## config.mk

```make
export PLATFORM = sky130hd
export DESIGN_NAME = stick_to_hat_quantizer
export DESIGN_NICKNAME = d
export VERILOG_FILES = /design/src/rtl/core/sth_pkg.sv /design/src/rtl/core/sth_cordic.sv /design/src/rtl/core/sth_div.sv /design/src/rtl/core/stick_to_hat_quantizer.sv
export SDC_FILE = /design/constraint.sdc
export NUM_CORES = 2
export LEC_CHECK = 0
export ABC_AREA = 1
export BUFFER_PORTS_ARGS = -buffer_cell sky130_fd_sc_hd__buf_4
export CORE_MARGIN = 1.5
export CORE_UTILIZATION = 60
export CTS_CLUSTER_SIZE = 14
export DETAILED_ROUTE_END_ITERATION = 8
export GPL_ROUTABILITY_DRIVEN = 0
export PLACE_DENSITY = 0.89
export SLEW_MARGIN = 5
export SYNTH_ARGS = -nofsm -noshare
export SYNTH_HDL_FRONTEND = slang
export SYNTH_SLANG_ARGS = --single-unit
```

## constraint.sdc

```tcl
create_clock -name aclk -period 10.6 [get_ports aclk]
set_input_delay 1.06 -clock aclk [delete_from_list [all_inputs] [get_ports aclk]]
set_output_delay 1.06 -clock aclk [all_outputs]
set_load 0.05 [all_outputs]
```

## src/rtl/core/sth_pkg.sv

```systemverilog
// ============================================================================
// sth_pkg - stick to hat quantizer shared definitions
// Register map, reset values, datapath widths and the CORDIC arctangent table.
// ============================================================================
package sth_pkg;

    localparam int AXIS_BITS_DEF  = 16;
    localparam int ANGLE_BITS_DEF = 16;

    localparam int PADDR_W = 4;
    localparam int PDATA_W = 32;

    localparam logic [1:0] REG_SECTOR_COUNT = 2'd0;
    localparam logic [1:0] REG_ENGAGE       = 2'd1;
    localparam logic [1:0] REG_RELEASE      = 2'd2;

    localparam int SECT_W = 9;
    localparam int THR_W  = 15;
    localparam int POV_W  = 17;
    localparam int HELD_W = 8;

    localparam logic [SECT_W-1:0] SECTOR_RESET  = 9'd4;
    localparam logic [SECT_W-1:0] SECTOR_MAX    = 9'd256;
    localparam logic [THR_W-1:0]  ENGAGE_RESET  = 15'd26214;
    localparam logic [THR_W-1:0]  RELEASE_RESET = 15'd9830;
    localparam logic [POV_W-1:0]  POV_CENTERED  = '1;

    localparam int               CENTI_W           = 17;
    localparam logic [CENTI_W-1:0] CENTI_DOUBLE_TURN = 17'd72000;

    localparam int CORDIC_W   = 43;
    localparam int CORDIC_REF = 40;
    localparam int Z_W        = 32;
    localparam int ATAN_IDX_W = 5;

    localparam int DIV_NUM_W = 25;
    localparam int DIV_DEN_W = 10;
    localparam int DIV_Q_W   = 16;

    function automatic logic [Z_W-1:0] atan_turn(input logic [ATAN_IDX_W-1:0] idx);
        logic [Z_W-1:0] r;
        case (idx)
            5'd0:    r = 32'h20000000;
            5'd1:    r = 32'h12E4051E;
            5'd2:    r = 32'h09FB385B;
            5'd3:    r = 32'h051111D4;
            5'd4:    r = 32'h028B0D43;
            5'd5:    r = 32'h0145D7E1;
            5'd6:    r = 32'h00A2F61E;
            5'd7:    r = 32'h00517C55;
            5'd8:    r = 32'h0028BE53;
            5'd9:    r = 32'h00145F2F;
            5'd10:   r = 32'h000A2F98;
            5'd11:   r = 32'h000517CC;
            5'd12:   r = 32'h00028BE6;
            5'd13:   r = 32'h000145F3;
            5'd14:   r = 32'h0000A2FA;
            5'd15:   r = 32'h0000517D;
            5'd16:   r = 32'h000028BE;
            5'd17:   r = 32'h0000145F;
            5'd18:   r = 32'h00000A30;
            5'd19:   r = 32'h00000518;
            5'd20:   r = 32'h0000028C;
            5'd21:   r = 32'h00000146;
            5'd22:   r = 32'h000000A3;
            5'd23:   r = 32'h00000051;
            default: r = '0;
        endcase
        return r;
    endfunction

endpackage

```

## src/rtl/core/sth_cordic.sv

```systemverilog
// ============================================================================
// sth_cordic - iterative vectoring CORDIC
// Turn fraction of the stick direction, clockwise from up, one step a cycle.
// ============================================================================
module sth_cordic #(
    parameter int AXIS_BITS  = sth_pkg::AXIS_BITS_DEF,
    parameter int ANGLE_BITS = sth_pkg::ANGLE_BITS_DEF
) (
    input  logic                         aclk,
    input  logic                         aresetn,
    input  logic                         start,
    input  logic signed [AXIS_BITS-1:0]  x_in,
    input  logic signed [AXIS_BITS-1:0]  y_in,
    output logic                         done,
    output logic        [ANGLE_BITS-1:0] angle
);

    localparam int CW       = sth_pkg::CORDIC_W;
    localparam int ZW       = sth_pkg::Z_W;
    localparam int SCALE_SH = sth_pkg::CORDIC_REF - AXIS_BITS;
    localparam int SH       = ZW - ANGLE_BITS;
    localparam int IW       = $clog2(ANGLE_BITS);

    logic signed [CW-1:0] u_reg, v_reg;
    logic        [ZW-1:0] z_reg;
    logic        [IW-1:0] iter_reg;
    logic                 busy_reg, done_reg, zero_reg;

    logic signed [CW-1:0] xs, ys, u_sh, v_sh;
    logic                 v_pos;
    logic        [ZW-1:0] atan_val, z_round;

    assign xs       = CW'(x_in) <<< SCALE_SH;
    assign ys       = CW'(y_in) <<< SCALE_SH;
    assign u_sh     = u_reg >>> iter_reg;
    assign v_sh     = v_reg >>> iter_reg;
    assign v_pos    = !v_reg[CW-1] && (v_reg != '0);
    assign atan_val = sth_pkg::atan_turn(sth_pkg::ATAN_IDX_W'(iter_reg));
    assign z_round  = z_reg + (ZW'(1) << (SH - 1));

    always_ff @(posedge aclk) begin
        if (!aresetn) begin
            busy_reg <= 1'b0;
            done_reg <= 1'b0;
        end else if (start) begin
            busy_reg <= 1'b1;
            done_reg <= 1'b0;
            iter_reg <= '0;
            zero_reg <= (x_in == '0) && (y_in == '0);
            if (ys > 0) begin
                u_reg <= ys;
                v_reg <= -xs;
                z_reg <= {1'b1, {(ZW-1){1'b0}}};
            end else begin
                u_reg <= -ys;
                v_reg <= xs;
                z_reg <= '0;
            end
        end else if (busy_reg) begin
            if (v_pos) begin
                u_reg <= u_reg + v_sh;
                v_reg <= v_reg - u_sh;
                z_reg <= z_reg + atan_val;
            end else begin
                u_reg <= u_reg - v_sh;
                v_reg <= v_reg + u_sh;
                z_reg <= z_reg - atan_val;
            end
            if (iter_reg == IW'(ANGLE_BITS - 1)) begin
                busy_reg <= 1'b0;
                done_reg <= 1'b1;
            end else begin
                iter_reg <= iter_reg + IW'(1);
            end
        end
    end

    assign done  = done_reg;
    assign angle = zero_reg ? '0 : z_round[ZW-1:SH];

endmodule

```

## src/rtl/core/sth_div.sv

```systemverilog
// ============================================================================
// sth_div - restoring divider
// Sector centre to centidegrees, one quotient bit a cycle.
// ============================================================================
module sth_div (
    input  logic                          aclk,
    input  logic                          aresetn,
    input  logic                          start,
    input  logic [sth_pkg::DIV_NUM_W-1:0] num,
    input  logic [sth_pkg::DIV_DEN_W-1:0] den,
    output logic                          done,
    output logic [sth_pkg::DIV_Q_W-1:0]   quot
);

    localparam int NW = sth_pkg::DIV_NUM_W;
    localparam int DW = sth_pkg::DIV_DEN_W;
    localparam int QW = sth_pkg::DIV_Q_W;
    localparam int CNTW = $clog2(QW);

    logic [DW-1:0]   rem_reg, den_reg;
    logic [QW-1:0]   sh_reg;
    logic [CNTW-1:0] cnt_reg;
    logic            busy_reg, done_reg;

    logic [DW:0]     trial, diff;
    logic            fits;

    assign trial = {rem_reg, sh_reg[QW-1]};
    assign fits  = trial >= {1'b0, den_reg};
    assign diff  = trial - {1'b0, den_reg};

    always_ff @(posedge aclk) begin
        if (!aresetn) begin
            busy_reg <= 1'b0;
            done_reg <= 1'b0;
        end else if (start) begin
            busy_reg <= 1'b1;
            done_reg <= 1'b0;
            cnt_reg  <= '0;
            den_reg  <= den;
            rem_reg  <= DW'(num[NW-1:QW]);
            sh_reg   <= num[QW-1:0];
        end else if (busy_reg) begin
            rem_reg <= fits ? diff[DW-1:0] : trial[DW-1:0];
            sh_reg  <= {sh_reg[QW-2:0], fits};
            if (cnt_reg == CNTW'(QW - 1)) begin
                busy_reg <= 1'b0;
                done_reg <= 1'b1;
            end else begin
                cnt_reg <= cnt_reg + CNTW'(1);
            end
        end
    end

    assign done = done_reg;
    assign quot = sh_reg;

endmodule

```

## src/rtl/core/stick_to_hat_quantizer.sv

```systemverilog
// ============================================================================
// stick_to_hat_quantizer - joystick sample to hat switch direction
// Hysteresis on radius and angle, nearest of N sectors, centidegree output.
//
//   channel  | ports                     | moves
//   ---------+---------------------------+-----------------------------------
//   s_       | s_valid/s_ready           | one x,y sample per request
//   m_       | m_valid/m_ready           | pov_angle, zero or one per sample
//   apb      | psel/penable/pwrite/paddr | sector_count, engage, release
//
// A repeated sample goes straight back to idle from the check state; the CORDIC
// steps one iteration a cycle and the divider one quotient bit a cycle, around a
// single shared multiplier.
// Reset is synchronous.
// A result waits in the output register; the next sample is taken meanwhile.
// ============================================================================
module stick_to_hat_quantizer #(
    parameter int AXIS_BITS  = sth_pkg::AXIS_BITS_DEF,
    parameter int ANGLE_BITS = sth_pkg::ANGLE_BITS_DEF
) (
    input  logic                                aclk,
    input  logic                                aresetn,
    input  logic                                s_valid,
    output logic                                s_ready,
    input  logic signed [AXIS_BITS-1:0]         s_x_value,
    input  logic signed [AXIS_BITS-1:0]         s_y_value,
    output logic                                m_valid,
    input  logic                                m_ready,
    output logic signed [sth_pkg::POV_W-1:0]    m_pov_angle,
    input  logic                                psel,
    input  logic                                penable,
    input  logic                                pwrite,
    input  logic        [sth_pkg::PADDR_W-1:0]  paddr,
    input  logic        [sth_pkg::PDATA_W-1:0]  pwdata,
    output logic        [sth_pkg::PDATA_W-1:0]  prdata,
    output logic                                pready
);

    localparam int SW     = sth_pkg::SECT_W;
    localparam int HW     = sth_pkg::HELD_W;
    localparam int PVW    = sth_pkg::POV_W;
    localparam int MUL_W0 = (AXIS_BITS > ANGLE_BITS) ? AXIS_BITS : ANGLE_BITS;
    localparam int MUL_W  = (MUL_W0 > sth_pkg::CENTI_W) ? MUL_W0 : sth_pkg::CENTI_W;
    localparam int PROD_W = 2 * MUL_W;
    localparam int R2W    = 2 * AXIS_BITS;
    localparam int PW     = ANGLE_BITS + SW;
    localparam int TW     = PW + 2;
    localparam int KW     = PW + 1 - ANGLE_BITS;
    localparam int NW     = sth_pkg::DIV_NUM_W;
    localparam int DW     = sth_pkg::DIV_DEN_W;

    typedef enum logic [3:0] {
        ST_IDLE,
        ST_CHECK,
        ST_MUL_X,
        ST_MUL_Y,
        ST_MUL_T,
        ST_RADIUS,
        ST_ANGLE,
        ST_DECIDE,
        ST_MUL_K,
        ST_DIV_GO,
        ST_DIV_WAIT,
        ST_OUT
    } state_t;

    state_t state_reg, state_next;

    logic signed [AXIS_BITS-1:0] x_reg, x_next, y_reg, y_next;
    logic signed [AXIS_BITS-1:0] prev_x_reg, prev_x_next, prev_y_reg, prev_y_next;
    logic        [AXIS_BITS-1:0] ax_reg, ax_next, ay_reg, ay_next;
    logic                        released_reg, released_next;
    logic        [HW-1:0]        held_reg, held_next;
    logic        [SW-1:0]        n_reg, n_next;
    logic        [R2W-1:0]       r2_reg, r2_next;
    logic        [PROD_W-1:0]    prod_reg, prod_next;
    logic        [PVW-1:0]       res_reg, res_next;
    logic                        m_valid_reg, m_valid_next;
    logic        [PVW-1:0]       m_pov_reg, m_pov_next;
    logic        [SW-1:0]        sector_reg, sector_next;
    logic        [sth_pkg::THR_W-1:0] engage_reg, engage_next, release_reg, release_next;

    logic [MUL_W-1:0]      mul_a, mul_b;
    logic                  same, below, skip, cfg_wr;
    logic [1:0]            reg_idx;
    logic                  cordic_start, cordic_done, div_start, div_done;
    logic [ANGLE_BITS-1:0] angle;
    logic [sth_pkg::DIV_Q_W-1:0] quot;
    logic [NW-1:0]         div_num;
    logic [DW-1:0]         div_den;

    logic [PW-1:0] p;
    logic [TW-1:0] p2, p4, unit_t, hi0_t, up_t, dn_t;
    logic [9:0]    n2m1, hk4;
    logic [PW:0]   ksum;
    logic [KW-1:0] k_raw;
    logic [HW-1:0] k_sel;

    sth_cordic #(
        .AXIS_BITS  (AXIS_BITS),
        .ANGLE_BITS (ANGLE_BITS)
    ) u_cordic (
        .aclk    (aclk),
        .aresetn (aresetn),
        .start   (cordic_start),
        .x_in    (x_reg),
        .y_in    (y_reg),
        .done    (cordic_done),
        .angle   (angle)
    );

    sth_div u_div (
        .aclk    (aclk),
        .aresetn (aresetn),
        .start   (div_start),
        .num     (div_num),
        .den     (div_den),
        .done    (div_done),
        .quot    (quot)
    );

    assign same         = (x_reg == prev_x_reg) && (y_reg == prev_y_reg);
    assign cordic_start = (state_reg == ST_CHECK) && !same;
    assign div_start    = (state_reg == ST_DIV_GO);
    assign div_num      = prod_reg[NW-1:0] + NW'(n_reg);
    assign div_den      = {n_reg, 1'b0};
    assign below        = PROD_W'(r2_reg) < prod_reg;

    assign p      = prod_reg[PW-1:0];
    assign p2     = TW'(p) << 1;
    assign p4     = TW'(p) << 2;
    assign unit_t = TW'(1) << ANGLE_BITS;
    assign n2m1   = {n_reg, 1'b0} - 10'd1;
    assign hi0_t  = TW'(n2m1) << ANGLE_BITS;
    assign hk4    = {held_reg, 2'b00};
    assign up_t   = TW'(hk4 + 10'd3) << ANGLE_BITS;
    assign dn_t   = TW'(hk4 - 10'd3) << ANGLE_BITS;
    assign ksum   = (PW + 1)'(p) + ((PW + 1)'(1) << (ANGLE_BITS - 1));
    assign k_raw  = ksum[PW:ANGLE_BITS];
    assign k_sel  = (k_raw >= KW'(n_reg)) ? '0 : k_raw[HW-1:0];

    always_comb begin
        if (released_reg) begin
            skip = 1'b0;
        end else if (held_reg == '0) begin
            skip = (p2 <= unit_t) || (p2 >= hi0_t);
        end else begin
            skip = (p4 <= up_t) && (p4 >= dn_t);
        end
    end

    always_comb begin
        mul_a = '0;
        mul_b = '0;
        case (state_reg)
            ST_MUL_X: begin
                mul_a = MUL_W'(ax_reg);
                mul_b = MUL_W'(ax_reg);
            end
            ST_MUL_Y: begin
                mul_a = MUL_W'(ay_reg);
                mul_b = MUL_W'(ay_reg);
            end
            ST_MUL_T: begin
                mul_a = MUL_W'(released_reg ? engage_reg : release_reg);
                mul_b = MUL_W'(released_reg ? engage_reg : release_reg);
            end
            ST_ANGLE: begin
                mul_a = MUL_W'(angle);
                mul_b = MUL_W'(n_reg);
            end
            ST_MUL_K: begin
                mul_a = MUL_W'(held_reg);
                mul_b = MUL_W'(sth_pkg::CENTI_DOUBLE_TURN);
            end
            default: begin
                mul_a = '0;
                mul_b = '0;
            end
        endcase
        prod_next = PROD_W'(mul_a) * PROD_W'(mul_b);
    end

    assign cfg_wr  = psel && penable && pwrite && pready;
    assign reg_idx = paddr[3:2];

    always_comb begin
        sector_next  = sector_reg;
        engage_next  = engage_reg;
        release_next = release_reg;
        if (cfg_wr) begin
            case (reg_idx)
                sth_pkg::REG_SECTOR_COUNT: sector_next  = pwdata[SW-1:0];
                sth_pkg::REG_ENGAGE:       engage_next  = pwdata[sth_pkg::THR_W-1:0];
                sth_pkg::REG_RELEASE:      release_next = pwdata[sth_pkg::THR_W-1:0];
                default: begin
                    sector_next = sector_reg;
                end
            endcase
        end
    end

    always_comb begin
        case (reg_idx)
            sth_pkg::REG_SECTOR_COUNT: prdata = sth_pkg::PDATA_W'(sector_reg);
            sth_pkg::REG_ENGAGE:       prdata = sth_pkg::PDATA_W'(engage_reg);
            sth_pkg::REG_RELEASE:      prdata = sth_pkg::PDATA_W'(release_reg);
            default:                   prdata = '0;
        endcase
    end

    always_comb begin
        state_next    = state_reg;
        x_next        = x_reg;
        y_next        = y_reg;
        prev_x_next   = prev_x_reg;
        prev_y_next   = prev_y_reg;
        ax_next       = ax_reg;
        ay_next       = ay_reg;
        released_next = released_reg;
        held_next     = held_reg;
        n_next        = n_reg;
        r2_next       = r2_reg;
        res_next      = res_reg;
        m_valid_next  = m_valid_reg && !m_ready;
        m_pov_next    = m_pov_reg;
        case (state_reg)
            ST_IDLE: begin
                if (s_valid) begin
                    x_next     = s_x_value;
                    y_next     = s_y_value;
                    state_next = ST_CHECK;
                end
            end
            ST_CHECK: begin
                if (same) begin
                    state_next = ST_IDLE;
                end else begin
                    prev_x_next = x_reg;
                    prev_y_next = y_reg;
                    ax_next     = x_reg[AXIS_BITS-1] ? $unsigned(-x_reg) : $unsigned(x_reg);
                    ay_next     = y_reg[AXIS_BITS-1] ? $unsigned(-y_reg) : $unsigned(y_reg);
                    if (sector_reg == '0) begin
                        n_next = SW'(1);
                    end else if (sector_reg > sth_pkg::SECTOR_MAX) begin
                        n_next = sth_pkg::SECTOR_MAX;
                    end else begin
                        n_next = sector_reg;
                    end
                    state_next = ST_MUL_X;
                end
            end
            ST_MUL_X: begin
                state_next = ST_MUL_Y;
            end
            ST_MUL_Y: begin
                r2_next    = prod_reg[R2W-1:0];
                state_next = ST_MUL_T;
            end
            ST_MUL_T: begin
                r2_next    = r2_reg + prod_reg[R2W-1:0];
                state_next = ST_RADIUS;
            end
            ST_RADIUS: begin
                if (below) begin
                    if (released_reg) begin
                        state_next = ST_IDLE;
                    end else begin
                        released_next = 1'b1;
                        held_next     = '0;
                        res_next      = sth_pkg::POV_CENTERED;
                        state_next    = ST_OUT;
                    end
                end else begin
                    state_next = ST_ANGLE;
                end
            end
            ST_ANGLE: begin
                if (cordic_done) begin
                    state_next = ST_DECIDE;
                end
            end
            ST_DECIDE: begin
                if (skip) begin
                    state_next = ST_IDLE;
                end else begin
                    released_next = 1'b0;
                    held_next     = k_sel;
                    state_next    = ST_MUL_K;
                end
            end
            ST_MUL_K: begin
                state_next = ST_DIV_GO;
            end
            ST_DIV_GO: begin
                state_next = ST_DIV_WAIT;
            end
            ST_DIV_WAIT: begin
                if (div_done) begin
                    res_next   = PVW'(quot);
                    state_next = ST_OUT;
                end
            end
            ST_OUT: begin
                if (!m_valid_reg || m_ready) begin
                    m_valid_next = 1'b1;
                    m_pov_next   = res_reg;
                    state_next   = ST_IDLE;
                end
            end
            default: begin
                state_next = ST_IDLE;
            end
        endcase
    end

    always_ff @(posedge aclk) begin
        if (!aresetn) begin
            state_reg    <= ST_IDLE;
            prev_x_reg   <= '0;
            prev_y_reg   <= {1'b1, {(AXIS_BITS-1){1'b0}}};
            released_reg <= 1'b0;
            held_reg     <= '0;
            m_valid_reg  <= 1'b0;
            sector_reg   <= sth_pkg::SECTOR_RESET;
            engage_reg   <= sth_pkg::ENGAGE_RESET;
            release_reg  <= sth_pkg::RELEASE_RESET;
        end else begin
            state_reg    <= state_next;
            prev_x_reg   <= prev_x_next;
            prev_y_reg   <= prev_y_next;
            released_reg <= released_next;
            held_reg     <= held_next;
            m_valid_reg  <= m_valid_next;
            sector_reg   <= sector_next;
            engage_reg   <= engage_next;
            release_reg  <= release_next;
        end
        x_reg     <= x_next;
        y_reg     <= y_next;
        ax_reg    <= ax_next;
        ay_reg    <= ay_next;
        n_reg     <= n_next;
        r2_reg    <= r2_next;
        prod_reg  <= prod_next;
        res_reg   <= res_next;
        m_pov_reg <= m_pov_next;
    end

    assign s_ready     = (state_reg == ST_IDLE);
    assign m_valid     = m_valid_reg;
    assign m_pov_angle = m_pov_reg;
    assign pready      = 1'b1;

endmodule

```

==> key figures <==
Placement
  • Hpwl dp: 110.2 mm
  • Number of placed cells counting well taps: 7475
  • I/O Buffers: 89
  • Post-DP Area: 47820 um^2

Timing
  • Crit path time final: 8.981 ns
  • Worst slew margin: 0.1583
  • FMAX: 111.3 MHz
  • Final Hold Viols: 0
  • Final Cycle Share: 0.8472
  • Final TNS setup: 0 ns
  • Final setup violation count: 0
  • Clock skew: 0.03153 ns
  • Tightest Pin Transition: 1.263 ns
  • Slew Viols, Final: 0
  • RSZ-0062 raised after global routing: false

Layout
  • Utilization after layout: 0.6500
  • Post-route cell area: 49620 um^2
  • Non-filler cells, final: 7572
  • Layout Nets: 7150
  • Area grow syn2layout: 6.760%
  • Layout cell share with drive strength beyond 1: 0.05259

Global routing
  • Initial antenna violation count: 1
  • Largest net degree at the start of global routing: 89
  • Total gr overflow: 0
  • First-pass GRT wire length: 228.3 mm
  • Global Route Usage Sum: 0.3639
  • Vias in the first global route: 44350

Floorplanning
  • I/O pins: 127
  • Die Width: 281.3 um
  • Row Count: 101
  • Initial cell density of the core: 0.6089
  • Die Area: 79140 um^2
  • Die Y: 281.3 um
  • Core ar.: 76330 um^2

Logic synthesis
  • Synth Area in Compound Gates: 0.1263
  • Synth Area in Adders: 0.1902
  • Post-synth top cells: nand2_1, inv_1, nor2_1
  • Number of enable flip-flop cells after synthesis: 301
  • Top_reg_cell synth: edfxtp_1
  • Synthesized area per cell: 7.154 um^2
  • Cell taking the most area after synthesis: edfxtp_1
  • Yosys warns: 0
  • Syn Inst Count: 6496
  • Most common cell in the netlist: nand2_1
  • Largest family of logic cells by synthesized area: simple AND/OR/NAND/NOR gates
  • Count of cell types in the netlist: 66
  • Seq/Total Area, Yosys: 0.2604
  • Xor/xnor share of the synthesized area: 0.04956
  • Simple-Gate Fraction of Synth Area: 0.2744
  • Synth Cell Area: 46470 um^2
  • Yosys top cell area share: 0.1945
  • Synth async-reset ratio: 0
  • #FFs+latches synth: 454
  • Dominant cells by area after synthesis: edfxtp_1, nand2_1, ha_1
  • Post-synthesis mux area share: 0.0004846

Route
  • First-pass DRT Iterations: 9
  • Iter 0 DRT Violations: 5761
  • Routed Antenna Nets: 0
  • Via count: 46570
  • Final WL: 146.3 mm
  • Vias per inst: 6.150
  • Wire length per cell: 19.32 um
  • DRC errors left: 1

Power
  • Seq pwr share: 0.232
  • PD cells: 258.1 nW/um^2
  • Final total power: 0.01280 W
  • VDD IR-drop max: 0.3233 mV
  • Fraction of power spent switching nets: 0.5167
  • Sw Pwr: 0.006616 W
  • Pint: 0.006188 W
  • P_leak: 23.41 nW
  • Comb power frac: 0.619
  • Power share of the clock group: 0.149

Setup path
  • Critical Path AT: 9.50 ns
  • Crit path max-delay family: adder cells
  • Critical path type: flip-flop to flip-flop
  • Setup crit end kind: flip-flop
  • Crit-path slowest cell: dfxtp_1
  • WP buf/inv: 6
  • Slowest cell delay on critical path: 0.85 ns
  • Critical Path Fanout Max: 22
  • CP required: 11.12 ns
  • Startpoint type of the worst setup path: flip-flop

Outcome
  • Failing checks: design-rule violations
  • Status: finished, violations left

Flow run
  • Maxcap violations: 0

Clocking
  • Post-CTS setup buffer count: 0
  • Worst-Skew Late Latency: 0.65 ns
  • Root buf cell: clkbuf_16
  • PostCTS Resize Cnt: 0
  • Total clock sinks: 454
  • TritonCTS buffer count: 51
  • Max Buffers Root-to-Sink: 3
  • Post-cts hold buffer count: 0
  • H-tree depth: 2
  • TritonCTS clock tree: done
  • Clock-pin slew on the worst setup and hold paths: 0.07 ns

Min path
  • Hold crit path type: flip-flop to flip-flop
-- per-stage QoR --
stage               setup WS, ns  hold WS [ns]
CTS                        1.853        0.4197
global route               1.211        0.4215
global placement           2.268        0.4008
detailed placement         2.066        0.4045
floorplan                  3.701        0.4003
finish                     1.619        0.4183
-- logic make-up after synthesis --
group | after synthesis
AOI/OAI and AO/OA | 1042
xor gates and xnor gates | 263
adders and majority gates | 577
buffers and inverters | 1154
DFF | 454
muxes | 1
other | 2
and+or+nand+nor | 3003
-- per-layer routing --
layer	vias to the layer above	share of wire	global-route usage
li1	21280	-	-
met1	21350	0.35	0.4323
met2	3155	0.44	0.5800
met3	784	0.13	0.08588
met4	2	0.084	0.2600
met5	-	0.000089	0
-- worst paths after layout --
path,startpoint,cells after the start,slack [ns],to
min reg2reg,res_reg[4],0,0.42,m_pov_angle[4]
max,released_reg,26,1.62,prod_reg[26]
min,res_reg[4],0,0.42,m_pov_angle[4]
max reg2reg,released_reg,26,1.62,prod_reg[26]
-- final cells by class --
class / count / area (um^2)
inverters: 956 / 3593
clock inverters: 25 / 290.3
clock buffers: 71 / 1506
multi-input cells: 4913 / 29920
repair buffers: 122 / 915.9
diodes: 1 / 2.502
fillers: 6205 / 26710
well taps: 1030 / 1289
flip-flops and latches: 454 / 12100
-- cell usage in the layout, fill, tap and decap left out, types with 7 or more instances in the layout --
master / instances
and3_1: 10
nand2_1: 1515
inv_2: 10
edfxtp_1: 301
o21ai_1: 20
o221ai_1: 11
nand3b_1: 8
clkbuf_16: 55
nand4_1: 68
clkinv_2: 9
ha_1: 361
o31ai_1: 7
o21bai_1: 22
o21a_1: 22
nand2_2: 24
o21ai_0: 377
clkbuf_8: 7
inv_1: 933
nor3_1: 73
o21ai_2: 21
o211ai_1: 38
or2_2: 33
nor2_2: 13
dfxtp_1: 153
a21o_1: 23
a21boi_0: 7
conb_1: 27
a21oi_1: 388
fa_1: 216
clkinv_1: 13
buf_4: 122
o22ai_1: 20
nor2_1: 612
clkbuf_1: 9
a31oi_1: 52
nor4_1: 37
xor2_1: 186
xnor2_1: 77
nand3_1: 581
-- power groups by stage --
stage	Combinational (W)	Clock (W)	Sequential [W]
after CTS	0.00764	0.00190	0.00292
after global placement	0.00728	0	0.00294
final	0.00793	0.00191	0.00297
after detailed placement	0.00753	0	0.00295
after global routing	0.00872	0.00197	0.00298
after floorplan	0.00581	0	0.00275
No activity file was read; power rests on OpenSTA's default activity.
